File: src/sv/palette_store_with_reverse_lookup_assert.svh
// Assertion macros used by the palette store controller.
`ifndef PALETTE_STORE_WITH_REVERSE_LOOKUP_ASSERT_SVH
`define PALETTE_STORE_WITH_REVERSE_LOOKUP_ASSERT_SVH

// Same-cycle implication, disabled while in reset.
`define PLT_ASSERT_IMPLY(label, clk, rst_n, ante, cons) \
  label: assert property (@(posedge clk) disable iff (!rst_n) (ante) |-> (cons)) \
    else $error("palette store: implication check failed");

// Next-cycle implication, disabled while in reset.
`define PLT_ASSERT_NEXT(label, clk, rst_n, ante, cons) \
  label: assert property (@(posedge clk) disable iff (!rst_n) (ante) |=> (cons)) \
    else $error("palette store: next-cycle check failed");

`endif

File: src/sv/plt_pkg.sv
// Shared types, constants and helpers for the palette store.
package plt_pkg;

  localparam int PLT_ENTRIES = 256;
  localparam int IDX_FIELD_W = 8;
  localparam int CH_RAW_W    = 8;
  localparam int CH_SAVE_W   = 6;
  localparam int PIX_W       = 3 * CH_RAW_W;

  typedef enum logic [1:0] {
    OP_WRITE   = 2'd0,
    OP_READ    = 2'd1,
    OP_RESOLVE = 2'd2
  } op_t;

  typedef enum logic [1:0] {
    ST_IDLE,
    ST_READ,
    ST_SCAN,
    ST_FINISH
  } state_t;

  typedef struct packed {
    logic we;
    logic re;
  } mem_ctl_t;

  // Widen a 6-bit VGA level to 8 bits by replicating its top bits.
  function automatic logic [CH_RAW_W-1:0] widen6(input logic [CH_RAW_W-1:0] raw);
    logic [CH_SAVE_W-1:0] v;
    v = raw[CH_SAVE_W-1:0];
    return {v, v[CH_SAVE_W-1 -: 2]};
  endfunction

endpackage

File: src/sv/plt_ctrl.sv
// Sequencer, shared colour comparator and result registers.
module plt_ctrl
  import plt_pkg::*;
#(
  parameter int ENTRIES = PLT_ENTRIES
) (
  input  logic                       clk,
  input  logic                       rst_n,
  input  logic                       in_valid,
  output logic                       in_ready,
  input  logic [1:0]                 in_operation,
  input  logic [IDX_FIELD_W-1:0]     in_entry_index,
  input  logic [CH_RAW_W-1:0]        in_red,
  input  logic [CH_RAW_W-1:0]        in_green,
  input  logic [CH_RAW_W-1:0]        in_blue,
  output logic                       out_valid,
  input  logic                       out_ready,
  output logic [IDX_FIELD_W-1:0]     out_found_index,
  output logic                       out_found,
  output logic [CH_SAVE_W-1:0]       out_red_out,
  output logic [CH_SAVE_W-1:0]       out_green_out,
  output logic [CH_SAVE_W-1:0]       out_blue_out,
  output mem_ctl_t                   mem_ctl,
  output logic [$clog2(ENTRIES)-1:0] mem_addr,
  output logic [PIX_W-1:0]           mem_wdata,
  input  logic [PIX_W-1:0]           mem_rdata
);

`include "palette_store_with_reverse_lookup_assert.svh"

  localparam int IDX_W = $clog2(ENTRIES);
  localparam logic [IDX_W-1:0] LAST_IDX = IDX_W'(ENTRIES - 1);

  state_t                 state_r, state_nxt;
  logic [IDX_W-1:0]       addr_r, addr_nxt;
  logic [IDX_W-1:0]       cmp_idx_r, cmp_idx_nxt;
  logic [PIX_W-1:0]       key_r, key_nxt;
  logic                   rng_r, rng_nxt;
  logic [IDX_FIELD_W-1:0] res_idx_r, res_idx_nxt;
  logic                   res_found_r, res_found_nxt;
  logic [CH_SAVE_W-1:0]   res_red_r, res_red_nxt;
  logic [CH_SAVE_W-1:0]   res_green_r, res_green_nxt;
  logic [CH_SAVE_W-1:0]   res_blue_r, res_blue_nxt;
  logic                   out_valid_r, out_valid_nxt;
  logic [IDX_FIELD_W-1:0] out_idx_r, out_idx_nxt;
  logic                   out_found_r, out_found_nxt;
  logic [CH_SAVE_W-1:0]   out_red_r, out_red_nxt;
  logic [CH_SAVE_W-1:0]   out_green_r, out_green_nxt;
  logic [CH_SAVE_W-1:0]   out_blue_r, out_blue_nxt;

  op_t  op;
  logic in_range;
  logic match;
  logic scan_end;
  logic out_free;

  assign op       = op_t'(in_operation);
  assign in_range = {1'b0, in_entry_index} < (IDX_FIELD_W + 1)'(ENTRIES);
  assign match    = (mem_rdata == key_r);
  assign scan_end = (cmp_idx_r == LAST_IDX);
  assign out_free = !out_valid_r || out_ready;
  assign in_ready = (state_r == ST_IDLE);

  always_comb begin
    state_nxt = state_r;
    case (state_r)
      ST_IDLE: begin
        if (in_valid) begin
          case (op)
            OP_READ:    state_nxt = ST_READ;
            OP_RESOLVE: state_nxt = ST_SCAN;
            default:    state_nxt = ST_FINISH;
          endcase
        end
      end
      ST_READ:   state_nxt = ST_FINISH;
      ST_SCAN: begin
        if (match || scan_end) begin
          state_nxt = ST_FINISH;
        end
      end
      ST_FINISH: begin
        if (out_free) begin
          state_nxt = ST_IDLE;
        end
      end
      default:   state_nxt = ST_IDLE;
    endcase
  end

  always_comb begin
    mem_ctl       = '0;
    mem_addr      = addr_r;
    mem_wdata     = {widen6(in_red), widen6(in_green), widen6(in_blue)};
    addr_nxt      = addr_r;
    cmp_idx_nxt   = cmp_idx_r;
    key_nxt       = key_r;
    rng_nxt       = rng_r;
    res_idx_nxt   = res_idx_r;
    res_found_nxt = res_found_r;
    res_red_nxt   = res_red_r;
    res_green_nxt = res_green_r;
    res_blue_nxt  = res_blue_r;
    out_valid_nxt = out_valid_r && !out_ready;
    out_idx_nxt   = out_idx_r;
    out_found_nxt = out_found_r;
    out_red_nxt   = out_red_r;
    out_green_nxt = out_green_r;
    out_blue_nxt  = out_blue_r;
    case (state_r)
      ST_IDLE: begin
        if (in_valid) begin
          res_idx_nxt   = in_entry_index;
          res_found_nxt = 1'b0;
          res_red_nxt   = '0;
          res_green_nxt = '0;
          res_blue_nxt  = '0;
          rng_nxt       = in_range;
          key_nxt       = {in_red, in_green, in_blue};
          mem_addr      = in_entry_index[IDX_W-1:0];
          case (op)
            OP_WRITE: mem_ctl.we = in_range;
            OP_READ:  mem_ctl.re = 1'b1;
            OP_RESOLVE: begin
              // prime the scan with entry zero
              mem_ctl.re  = 1'b1;
              mem_addr    = '0;
              addr_nxt    = IDX_W'(1);
              cmp_idx_nxt = '0;
            end
            default: ;
          endcase
        end
      end
      ST_READ: begin
        if (rng_r) begin
          res_red_nxt   = mem_rdata[PIX_W-1 -: CH_SAVE_W];
          res_green_nxt = mem_rdata[2*CH_RAW_W-1 -: CH_SAVE_W];
          res_blue_nxt  = mem_rdata[CH_RAW_W-1 -: CH_SAVE_W];
        end
      end
      ST_SCAN: begin
        // compare the entry fetched last cycle, fetch the next one
        mem_ctl.re    = !scan_end;
        mem_addr      = addr_r;
        addr_nxt      = addr_r + IDX_W'(1);
        cmp_idx_nxt   = addr_r;
        res_found_nxt = match;
        res_idx_nxt   = match ? IDX_FIELD_W'(cmp_idx_r) : '0;
      end
      ST_FINISH: begin
        if (out_free) begin
          out_valid_nxt = 1'b1;
          out_idx_nxt   = res_idx_r;
          out_found_nxt = res_found_r;
          out_red_nxt   = res_red_r;
          out_green_nxt = res_green_r;
          out_blue_nxt  = res_blue_r;
        end
      end
      default: ;
    endcase
  end

  always_ff @(posedge clk) begin
    if (!rst_n) begin
      state_r     <= ST_IDLE;
      out_valid_r <= 1'b0;
    end else begin
      state_r     <= state_nxt;
      out_valid_r <= out_valid_nxt;
    end
  end

  always_ff @(posedge clk) begin
    addr_r      <= addr_nxt;
    cmp_idx_r   <= cmp_idx_nxt;
    key_r       <= key_nxt;
    rng_r       <= rng_nxt;
    res_idx_r   <= res_idx_nxt;
    res_found_r <= res_found_nxt;
    res_red_r   <= res_red_nxt;
    res_green_r <= res_green_nxt;
    res_blue_r  <= res_blue_nxt;
    out_idx_r   <= out_idx_nxt;
    out_found_r <= out_found_nxt;
    out_red_r   <= out_red_nxt;
    out_green_r <= out_green_nxt;
    out_blue_r  <= out_blue_nxt;
  end

  assign out_valid       = out_valid_r;
  assign out_found_index = out_idx_r;
  assign out_found       = out_found_r;
  assign out_red_out     = out_red_r;
  assign out_green_out   = out_green_r;
  assign out_blue_out    = out_blue_r;

  `PLT_ASSERT_NEXT(a_scan_continues, clk, rst_n, (state_r == ST_SCAN) && !match && !scan_end, (state_r == ST_SCAN))
  `PLT_ASSERT_NEXT(a_match_ends_scan, clk, rst_n, (state_r == ST_SCAN) && match, (state_r == ST_FINISH) && res_found_r)
  `PLT_ASSERT_IMPLY(a_result_from_finish, clk, rst_n, $rose(out_valid_r), $past(state_r) == ST_FINISH)
  `PLT_ASSERT_IMPLY(a_found_no_colour, clk, rst_n, out_valid_r && out_found_r, (out_red_r == '0) && (out_green_r == '0) && (out_blue_r == '0))

endmodule

File: config.mk
export PLATFORM = sky130hd
export DESIGN_NAME = plt_ctrl
export DESIGN_NICKNAME = d
export VERILOG_FILES = /design/src/sv/plt_pkg.sv /design/src/sv/plt_ctrl.sv
export VERILOG_INCLUDE_DIRS = /design/src /design/src/sv
export SDC_FILE = /design/constraint.sdc
export NUM_CORES = 1
export LEC_CHECK = 0
export ABC_AREA = 0
export BUFFER_PORTS_ARGS = -buffer_cell sky130_fd_sc_hd__buf_2
export CAP_MARGIN = 10
export CORE_ASPECT_RATIO = 0.7
export CORE_UTILIZATION = 50
export CTS_BUF_LIST = sky130_fd_sc_hd__clkbuf_8
export DETAILED_ROUTE_END_ITERATION = 8
export PLACE_DENSITY = 0.78
export SLEW_MARGIN = 20
export SYNTH_ARGS = -nofsm -noshare
export SYNTH_HDL_FRONTEND = slang
export SYNTH_SLANG_ARGS = --single-unit
File: constraint.sdc
create_clock -name clk -period 2.85 [get_ports clk]
set_input_delay 0.1425 -clock clk [delete_from_list [all_inputs] [get_ports clk]]
set_output_delay 0.1425 -clock clk [all_outputs]
set_load 0.01 [all_outputs]
==> flow_metrics.env, run 1 <==
export IMPL_antenna_found_initial=0
export IMPL_grt_use_met1_pct=23.25
export IMPL_place_hpwl_um=5555
export IMPL_design_die_area_sq_um=8608
export IMPL_grt_usage_pct=19.00
export IMPL_fp_coreArea_sq_um=7905
export IMPL_yosysMostFrequentCell="edfxtp_1"
export IMPL_drtAntennaViolNets=0
export IMPL_busiest_layer="met2"
export IMPL_holdPathStages=2
export IMPL_clock_latency_ps=360
export IMPL_synthArstFlopShare_pct=0
export IMPL_finalSetupViolations=0
export IMPL_hold_violations=0
export IMPL_outcome="completed"
export IMPL_min_period_over_period_pct=87.80
export IMPL_gr_usage_met2_pct=32.05
export IMPL_grt_first_pass_wirelength_um=12280
export IMPL_grt_max_degree=28
export IMPL_cts_clk_slew_worst_paths_ps=100
export IMPL_numCtsBuffers=9
export IMPL_drcViolationCount=0
export IMPL_nFillCells=598
export IMPL_seqCellArea_sq_um=2883
export IMPL_crit_path_end_kind="output pin"
export IMPL_synth_top_area_share_pct=68.55
export IMPL_clock_skew_ps=11.71
export IMPL_num_vias=2530
export IMPL_fin_nets=485
export IMPL_grt_pass1_vias=2475
export IMPL_yosys_warnings=0
export IMPL_syn_to_final_growth_pct=24.00
export IMPL_synthTopCellsByCount="edfxtp_1, xor2_1, and2_1"
export IMPL_cap_violations=0
export IMPL_critPathBufInv=4
export IMPL_rsz0062_at_grt="no"
export IMPL_hp_class="in -> reg"
export IMPL_power_density_nw_per_um2=803.2
export IMPL_multi_input_area_sq_um=1016
export IMPL_vias_per_cell=4.875
export IMPL_ys_types=23
export IMPL_worst_slew_pin_slew_ps=915.1
export IMPL_total_leakage_power_nw=2.095
export IMPL_wirelength_um=7880
export IMPL_synth_edf_count=94
export IMPL_drive_gt1_share_pct=34.45
export IMPL_antenna_diode_count=0
export IMPL_num_io_pins=125
export IMPL_seq_area_frac_synth_pct=70.01
export IMPL_crit_arrival_ps=2360
export IMPL_crit_required_ps=2710
export IMPL_fmax_ghz=0.3996
export IMPL_slew_headroom_pct=38.99
export IMPL_crit_slowest_cell="nand2_1"
export IMPL_yosysTopAreaCell="edfxtp_1"
export IMPL_setup_tns_ps=0
export IMPL_wl_per_cell_um=15.18
export IMPL_crit_family="buffers and inverters"
export IMPL_cts_sink_count=97
export IMPL_synthCells=281
export IMPL_ir_drop_mv=0.3971
export IMPL_crit_cells=8
export IMPL_slowest_delay_ps=380
export IMPL_critical_path_class="reg -> out"
export IMPL_cts_max_level=3
export IMPL_die_y_um=77.93
export IMPL_cpMostUsedCell="nand2_1"
export IMPL_ys_flop_type="edfxtp_1"
export IMPL_drt_pass1_iterations=5
export IMPL_dpl_cell_area_sq_um=4691
export IMPL_reg2reg_depth=6
export IMPL_clk_root_buffer_cell="clkbuf_8"
export IMPL_rows=27
export IMPL_syn_nets=352
export IMPL_portBuffers=124
export IMPL_cts_tree="done"
export IMPL_grt_overflow=0
export IMPL_drtIter0Drc=123
export IMPL_slew_violations=0
export IMPL_worstPathMaxFanout=25
export IMPL_ys_ff_latch=97
export IMPL_min_period_ps=2502
export IMPL_syn_area_sq_um=4118
export IMPL_initial_core_util_pct=52.09
export IMPL_die_w_um=110.5
export IMPL_met3_usage_pct=6.250
export IMPL_avgSynthCellArea_sq_um=14.65
export IMPL_critical_path_cell_chain="inv_1, ha_1, nand2_1, inv_1, buf_4, nand2_1, nand2_1, buf_2"
export IMPL_synthTopCellsByArea="edfxtp_1, xor2_1, buf_4"
export IMPL_cts_path_max_buffers=2
export IMPL_startpoint_type="flop"
export IMPL_routabilityCongestion=0.7563
export IMPL_design_area_sq_um=5106
-- flip-flops by register name (all words and copies together), names as in the netlist --
signal and cells:
addr_r 8, res_found_r 1, state_r 2, res_blue_r 6, out_found 1, out_green_out 6
res_red_r 6, out_found_index 8, out_blue_out 6, res_idx_r 8, res_green_r 6, cmp_idx_r 8
out_red_out 6, key_r 24, out_valid 1
-- layout by cell type (no fill, tap or decap), types with 2 or more instances in the layout --
| cell | n |
|---|---|
| buf_2 | 124 |
| edfxtp_1 | 94 |
| xor2_1 | 28 |
| and2_1 | 26 |
| dlygate4sd3_1 | 24 |
| nand2_1 | 19 |
| o21ai_0 | 12 |
| nand2b_1 | 9 |
| ha_1 | 9 |
| clkbuf_8 | 9 |
| inv_1 | 8 |
| a22o_1 | 8 |
| nor4_1 | 6 |
| nor2_1 | 6 |
| nor2b_1 | 5 |
| nand3_1 | 5 |
| nand4_1 | 3 |
| and3_1 | 3 |
| clkinvlp_4 | 3 |
| dfxtp_1 | 3 |
| mux2i_1 | 2 |
| xnor2_1 | 2 |
| buf_4 | 2 |
-- cell families after synthesis --
group / synth area share, %
AO/OA/AOI/OAI: 3.585
multiplexers: 0.4862
AND/OR/NAND/NOR: 11.33
XOR/XNOR: 6.381
adder cells (fa/ha/maj): 2.735
flip-flops: 70.01
buffers and inverters: 5.469
-- power breakdown --
group          leakage [nW]  internal, mW  switching (mW)  total [mW]
sequential            0.915          2.10           0.144        2.25
clock                0.0798         0.322           0.476       0.798
combinational          1.10         0.392           0.662        1.05
-- per-stage QoR --
| stage | total power, mW | worst slack, ps | utilization [%] | hold slack, ps | instances |
|---|---|---|---|---|---|
| after floorplan | 2.935 | 363.0 | - | 241.4 | 281 |
| after global placement | 3.260 | 754.3 | 59.34 | 322.1 | 480 |
| after detailed placement | 3.310 | 629.2 | 59.34 | 322.0 | 480 |
| after CTS | 4.122 | 328.3 | 64.59 | 40.20 | 519 |
| after global routing | 4.319 | 85.26 | 64.59 | 39.49 | 519 |
| final | 4.101 | 347.6 | 64.59 | 56.09 | 519 |
-- cell type report --
class / instances / area share, %
Timing Repair Buffer: 150 / 17.15
Sequential cell: 97 / 56.46
Clock buffer: 9 / 2.426
Tap cell: 101 / 2.475
Clock inverter: 6 / 1.005
Inverter: 8 / 0.5881
Multi-Input combinational cell: 148 / 19.90
-- per-layer routing --
layer | part of all wire [%] | vias up | wire (um)
li1 | - | 1240 | -
met1 | 43 | 1189 | 3408
met2 | 49 | 91 | 3866
met3 | 6.4 | 10 | 508
met4 | 1.2 | 0 | 97
met5 | 0 | - | 0
-- path summary, 6_finish.rpt --
path	endpoint	from	slack, ps
setup / recovery	mem_ctl[0]	state_r[0]	350
hold / removal	out_valid	rst_n	60
setup reg to reg	cmp_idx_r[6]	state_r[0]	600
hold reg to reg	out_found	res_found_r	410
-- repair_timing --
item | CTS | global route
resized for setup | 0 | 0
endpoints found under the hold margin | 24 | 0
hold buffers | 24 | 0
setup buffers | 0 | 0
No activity file was read; power rests on OpenSTA's default activity.
==> run 2, diff against run 1 <==
--- a/config.mk
+++ b/config.mk
@@ -10,7 +10,7 @@
 export BUFFER_PORTS_ARGS = -buffer_cell sky130_fd_sc_hd__buf_2
 export CAP_MARGIN = 10
 export CORE_ASPECT_RATIO = 0.7
-export CORE_UTILIZATION = 50
+export CORE_UTILIZATION = 48
 export CTS_BUF_LIST = sky130_fd_sc_hd__clkbuf_8
 export DETAILED_ROUTE_END_ITERATION = 8
 export PLACE_DENSITY = 0.78
==> constraint.sdc (replaced) <==
create_clock -name clk -period 2.1 [get_ports clk]
set_input_delay 0.105 -clock clk [delete_from_list [all_inputs] [get_ports clk]]
set_output_delay 0.105 -clock clk [all_outputs]
set_load 0.01 [all_outputs]
==> run 2 against run 1 <==
  * Clock power grew 60%
  * Sequential power grew 35%
  * Sequential share of layout area shrank 1.2 points
  * Via count shrank 1.7%
  * Critical endpoint is now state_r[0]
  * Highest routed layer unchanged
==> flow_metrics.env, run 2 (synthesized netlist as in run 1, its figures left out) <==
export IMPL_min_from="mem_rdata[20]"
export IMPL_regMostFlops="key_r"
export IMPL_reg2reg_depth=5
export IMPL_drcViolationCount=0
export IMPL_antenna_diode_count=0
export IMPL_dpl_cell_count=485
export IMPL_drtAntennaViolNets=0
export IMPL_top_layer="met4"
export IMPL_grt_pass1_vias=2357
export IMPL_routabilityCongestion=0.7741
export IMPL_cts_setup_buffers=0
export IMPL_cts_sink_count=97
export IMPL_hold_violations=0
export IMPL_die_w_um=112.7
export IMPL_crit_slowest_cell="nor4_1"
export IMPL_fmax_ghz=0.5197
export IMPL_worstPathMaxFanout=2
export IMPL_drive_gt1_share_pct=36.24
export IMPL_grt_overflow=0
export IMPL_numCtsBuffers=9
export IMPL_fin_nets=491
export IMPL_total_power_mw=5.843
export IMPL_wl_met1_um=3595
export IMPL_crit_path_end_kind="flop"
export IMPL_wl_per_cell_um=15.05
export IMPL_outcome="completed"
export IMPL_clock_skew_ps=12.16
export IMPL_drtIter0Drc=127
export IMPL_slew_violations=0
export IMPL_cts_path_max_buffers=2
export IMPL_cts_clk_slew_worst_paths_ps=100
export IMPL_min_period_over_period_pct=91.62
export IMPL_rsz0062_at_grt="no"
export IMPL_crit_required_ps=2390
export IMPL_portBuffers=124
export IMPL_finalSetupViolations=0
export IMPL_cap_violations=0
export IMPL_fp_coreArea_sq_um=8074
export IMPL_ir_drop_mv=0.5893
export IMPL_critPathBufInv=0
export IMPL_min_to="res_red_r[2]"
export IMPL_finalWorstSetupSlack_ps=175.9
export IMPL_startpoint_type="flop"
export IMPL_ff2ff_setup_slack_ps=180
export IMPL_total_leakage_power_nw=2.149
export IMPL_rows=27
export IMPL_largest_reg_flops=24
export IMPL_grt_usage_pct=18.83
export IMPL_grt_first_pass_wirelength_um=12200
export IMPL_stdcell_count=526
export IMPL_reg2reg_to="state_r[0]"
export IMPL_fin_util_pct=64.67
export IMPL_initial_core_util_pct=51.00
export IMPL_vias_per_cell=4.730
export IMPL_place_hpwl_um=5605
export IMPL_antenna_found_initial=0
export IMPL_slew_headroom_pct=38.51
export IMPL_crit_family="simple AND/OR/NAND/NOR gates"
export IMPL_slowest_delay_ps=410
export IMPL_cts_max_level=3
export IMPL_grt_max_degree=25
export IMPL_holdPathStages=2
export IMPL_power_density_nw_per_um2=1119
export IMPL_hp_class="in -> reg"
export IMPL_clock_latency_ps=360
export IMPL_num_vias=2488
export IMPL_worst_slew_pin_slew_ps=922.2
export IMPL_wirelength_um=7916
export IMPL_num_io_pins=125
export IMPL_min_period_ps=1924
export IMPL_hold_worst_slack_ps=41.79
export IMPL_syn_to_final_growth_pct=26.80
export IMPL_final_common_cell="buf_2"
export IMPL_wl_met3_um=442
export IMPL_drt_pass1_iterations=4
export IMPL_mostFrequentLayoutCells="buf_2, edfxtp_1, xor2_1"
export IMPL_regToRegStartpoint="key_r[12]"
export IMPL_crit_arrival_ps=2210
export IMPL_routed_wl_met2_um=3756
export IMPL_die_y_um=79.49
export IMPL_design_die_area_sq_um=8959
export IMPL_critical_path_cell_chain="xor2_1, nor4_1, nand4_1, o21ai_0, mux2i_1"
export IMPL_cts_tree="done"
export IMPL_place_ws_ps=172.9
export IMPL_clk_root_buffer_cell="clkbuf_8"
export IMPL_critical_path_class="reg -> reg"
## run 2: changes by cell type in the layout (fill, tap and decap cells not counted), moves of 2 or more
cell / before / now
nand2_2: 0 / 2
nand2_1: 19 / 17
buf_4: 2 / 6
clkinvlp_4: 3 / 1
## run 2: area by class of cell
type,count,area (sq um)
clock inverter,7,95.09
multi-input combinational,148,1023
sequential,97,2883
timing repair buffer,156,935.9
inverter,8,33.78
clock buffer,9,123.9
fill,591,2853
tap,101,126.4
## run 2: repair_timing
action	CTS	global route
hold endpoints to repair	25	0
pin swaps	0	1
resized for setup	1	1
hold buffers	25	0
endpoints found under the setup margin	1	11
## run 2: per-layer routing
metal,global-route usage [%],vias up
li1,-,1253
met5,0,-
met4,7.867,0
met1,24.64,1141
met2,29.75,84
met3,5.315,10
## run 2: through the flow
step                TNS (ps)  instance area, sq um
floorplan             -835.3                  4126
global placement           0                  4747
detailed placement         0                  4747
CTS                        0                  5219
global route               0                  5221
finish                     0                  5221
## run 2: worst register-to-register path: stages (launching register included)
cell      delay [ps]
edfxtp_1         390
xor2_1           180
nor4_1           410
nand4_1          240
o21ai_0          410
mux2i_1          220
## run 2: where the power goes
group | internal [mW] | switching [mW]
Clock | 0.588 | 0.693
Sequential | 2.85 | 0.185
Combinational | 0.605 | 0.920
## run 2: worst max path at each step
| stage | startpoint | endpoint | slack [ps] | cells past startpoint |
|---|---|---|---|---|
| 2_1_floorplan | state_r[0] | res_blue_r[0] | -50 | 5 |
| 3_3_place_gp | state_r[0] | res_green_r[1] | 250 | 3 |
| 3_5_place_dp | state_r[0] | res_green_r[1] | 170 | 3 |
| 4_1_cts | state_r[0] | mem_ctl[0] | 90 | 8 |
| 5_1_grt | key_r[12] | state_r[0] | 10 | 5 |
| 6_report | key_r[12] | state_r[0] | 180 | 5 |
==> run 3, diff against run 2 <==
--- a/config.mk
+++ b/config.mk
@@ -9,11 +9,10 @@
 export ABC_AREA = 0
 export BUFFER_PORTS_ARGS = -buffer_cell sky130_fd_sc_hd__buf_2
 export CAP_MARGIN = 10
-export CORE_ASPECT_RATIO = 0.7
-export CORE_UTILIZATION = 48
+export CORE_UTILIZATION = 55
 export CTS_BUF_LIST = sky130_fd_sc_hd__clkbuf_8
 export DETAILED_ROUTE_END_ITERATION = 8
-export PLACE_DENSITY = 0.78
+export PLACE_DENSITY = 0.85
 export SLEW_MARGIN = 20
 export SYNTH_ARGS = -nofsm -noshare
 export SYNTH_HDL_FRONTEND = slang
==> constraint.sdc (replaced) <==
create_clock -name clk -period 2.36 [get_ports clk]
set_input_delay 0.118 -clock clk [delete_from_list [all_inputs] [get_ports clk]]
set_output_delay 0.118 -clock clk [all_outputs]
set_load 0.01 [all_outputs]
==> run 3 against run 2 <==
  * Core utilization grew 5.8 points
  * Worst setup slack improved by 140 ps
  * Clock-buffer cell count unchanged
  * Clock skew down 4.1 ps
  * Via count rose by 3.7%
  * Die area is 13% lower
  * Flip-flop and latch count unchanged
  * Final cell count shrank 1.1%
  * Wire length up 0.19%
  * Total power fell by 15%
  * Final area shrank 2.1%
  * Critical path type is now reg -> out
  * Highest routed layer unchanged
==> flow_metrics.env, run 3 (synthesized netlist as in run 1, its figures left out) <==
export IMPL_outcome="completed"
export IMPL_netSwitchingPower_mw=1.522
export IMPL_met3_usage_pct=5.037
export IMPL_grt_pass1_vias=2505
export IMPL_grt_overflow=0
export IMPL_critical_path_class="reg -> out"
export IMPL_wl_per_cell_um=15.25
export IMPL_min_period_ps=2049
export IMPL_crit_required_ps=2240
export IMPL_cts_tree="done"
export IMPL_slew_headroom_pct=56.38
export IMPL_dpl_cell_count=480
export IMPL_pwr_share_seq_pct=54.7
export IMPL_finalSetupViolations=0
export IMPL_reg2reg_depth=5
export IMPL_fin_nets=487
export IMPL_rsz0062_at_grt="no"
export IMPL_portBuffers=124
export IMPL_largest_reg_flops=24
export IMPL_cap_violations=0
export IMPL_cts_clk_slew_worst_paths_ps=90
export IMPL_cts_max_level=3
export IMPL_regMostFlops="key_r"
export IMPL_nFillCells=501
export IMPL_slew_violations=0
export IMPL_total_leakage_power_nw=2.109
export IMPL_num_io_pins=125
export IMPL_holdBufCountCts=24
export IMPL_num_vias=2579
export IMPL_startpoint_type="flop"
export IMPL_place_ws_ps=463.2
export IMPL_fmax_ghz=0.4881
export IMPL_startpoint="state_r[1]"
export IMPL_drive_gt1_share_pct=34.44
export IMPL_ir_drop_mv=0.6914
export IMPL_grt_first_pass_wirelength_um=12230
export IMPL_wirelength_um=7931
export IMPL_grt_max_degree=28
export IMPL_clk_root_buffer_cell="clkbuf_8"
export IMPL_finalWorstSetupSlack_ps=311.1
export IMPL_clock_power_share_pct=18.9
export IMPL_regToRegStartpoint="key_r[11]"
export IMPL_hold_violations=0
export IMPL_grt_use_met1_pct=26.11
export IMPL_min_period_over_period_pct=86.82
export IMPL_setup_tns_ps=0
export IMPL_numCtsBuffers=9
export IMPL_crit_arrival_ps=1930
export IMPL_pwr_share_comb_pct=26.4
export IMPL_cts_path_max_buffers=2
export IMPL_p_sw_share_pct=30.81
export IMPL_cts_sink_count=97
export IMPL_antenna_found_initial=0
export IMPL_vias_per_cell=4.960
export IMPL_cts_setup_buffers=0
export IMPL_antenna_diode_count=0
export IMPL_worst_slew_pin_slew_ps=652.8
export IMPL_die_w_um=88.53
export IMPL_grt_usage_pct=21.87
export IMPL_final_common_cell="buf_2"
export IMPL_worstPathMaxFanout=25
export IMPL_drt_pass1_iterations=4
export IMPL_stdcell_count=520
export IMPL_cts_resized=0
export IMPL_initial_core_util_pct=56.77
export IMPL_gr_usage_met2_pct=38.67
export IMPL_fp_coreArea_sq_um=7253
export IMPL_endpoint="mem_ctl[0]"
export IMPL_syn_to_final_growth_pct=24.19
export IMPL_rows=31
export IMPL_routabilityCongestion=0.7389
export IMPL_clock_skew_ps=8.072
export IMPL_drtIter0Drc=103
export IMPL_fin_util_pct=70.50
export IMPL_die_y_um=88.53
export IMPL_busiest_layer="met2"
export IMPL_design_die_area_sq_um=7837
export IMPL_reg2reg_to="state_r[1]"
export IMPL_ff2ff_setup_slack_ps=440
export IMPL_power_density_nw_per_um2=965.7
export IMPL_hp_class="in -> reg"
export IMPL_clock_latency_ps=350
export IMPL_mostFrequentLayoutCells="buf_2, edfxtp_1, xor2_1"
export IMPL_internal_power_mw=3.417
export IMPL_place_hpwl_um=5428
export IMPL_crit_path_end_kind="output pin"
export IMPL_drcViolationCount=0
export IMPL_drtAntennaViolNets=0
[run 3: cell type report]
| type | instances | area, sq um | area share [%] |
|---|---|---|---|
| Multi-Input combinational cell | 148 | 1016 | 19.87 |
| Inverter | 8 | 30.03 | 0.5872 |
| Tap cell | 99 | 123.9 | 2.422 |
| Sequential cell | 97 | 2883 | 56.37 |
| Clock inverter | 7 | 46.29 | 0.9053 |
| Timing Repair Buffer | 152 | 890.9 | 17.42 |
| Clock buffer | 9 | 123.9 | 2.422 |
[run 3: how the worst min path moves through the flow]
stage,endpoint,from,cells past startpoint,slack (ps)
floorplan,key_r[0],in_blue[0],0,220
global placement,key_r[22],in_red[6],1,300
detailed placement,key_r[22],in_red[6],1,300
CTS,out_valid,rst_n,2,40
global route,out_valid,rst_n,2,50
finish,out_valid,rst_n,2,60
[run 3: power groups by stage]
stage          Combinational, mW  Clock (mW)  Sequential (mW)
2_1_floorplan              0.820           0             2.72
3_3_place_gp                1.22           0             2.71
3_5_place_dp                1.27           0             2.74
4_1_cts                     1.31       0.954             2.70
5_1_grt                     1.46        1.02             2.75
6_report                    1.30       0.933             2.70
[run 3: per-layer routing]
metal  wire length, um  vias up
met1              3178     1249
met5                 0        -
met4               116        0
met3               350       10
li1                  -     1242
met2              4286       78
[run 3: per-stage QoR]
| step | instance area [sq um] | total power [mW] | hold WS (ps) |
|---|---|---|---|
| 3_5_place_dp | 4703 | 4.007 | 297.6 |
| 5_1_grt | 5114 | 5.228 | 45.21 |
| 2_1_floorplan | 4118 | 3.543 | 216.9 |
| 6_report | 5114 | 4.938 | 60.60 |
| 4_1_cts | 5114 | 4.961 | 39.22 |
| 3_3_place_gp | 4703 | 3.927 | 297.6 |
[run 3: critical path, cell delays in order (launching register included)]
cell and delay [ps]:
dfxtp_1 360, inv_1 90, ha_1 320, nand2_1 110
inv_1 80, buf_4 320, nand2_1 100, nand2_1 80
buf_2 130
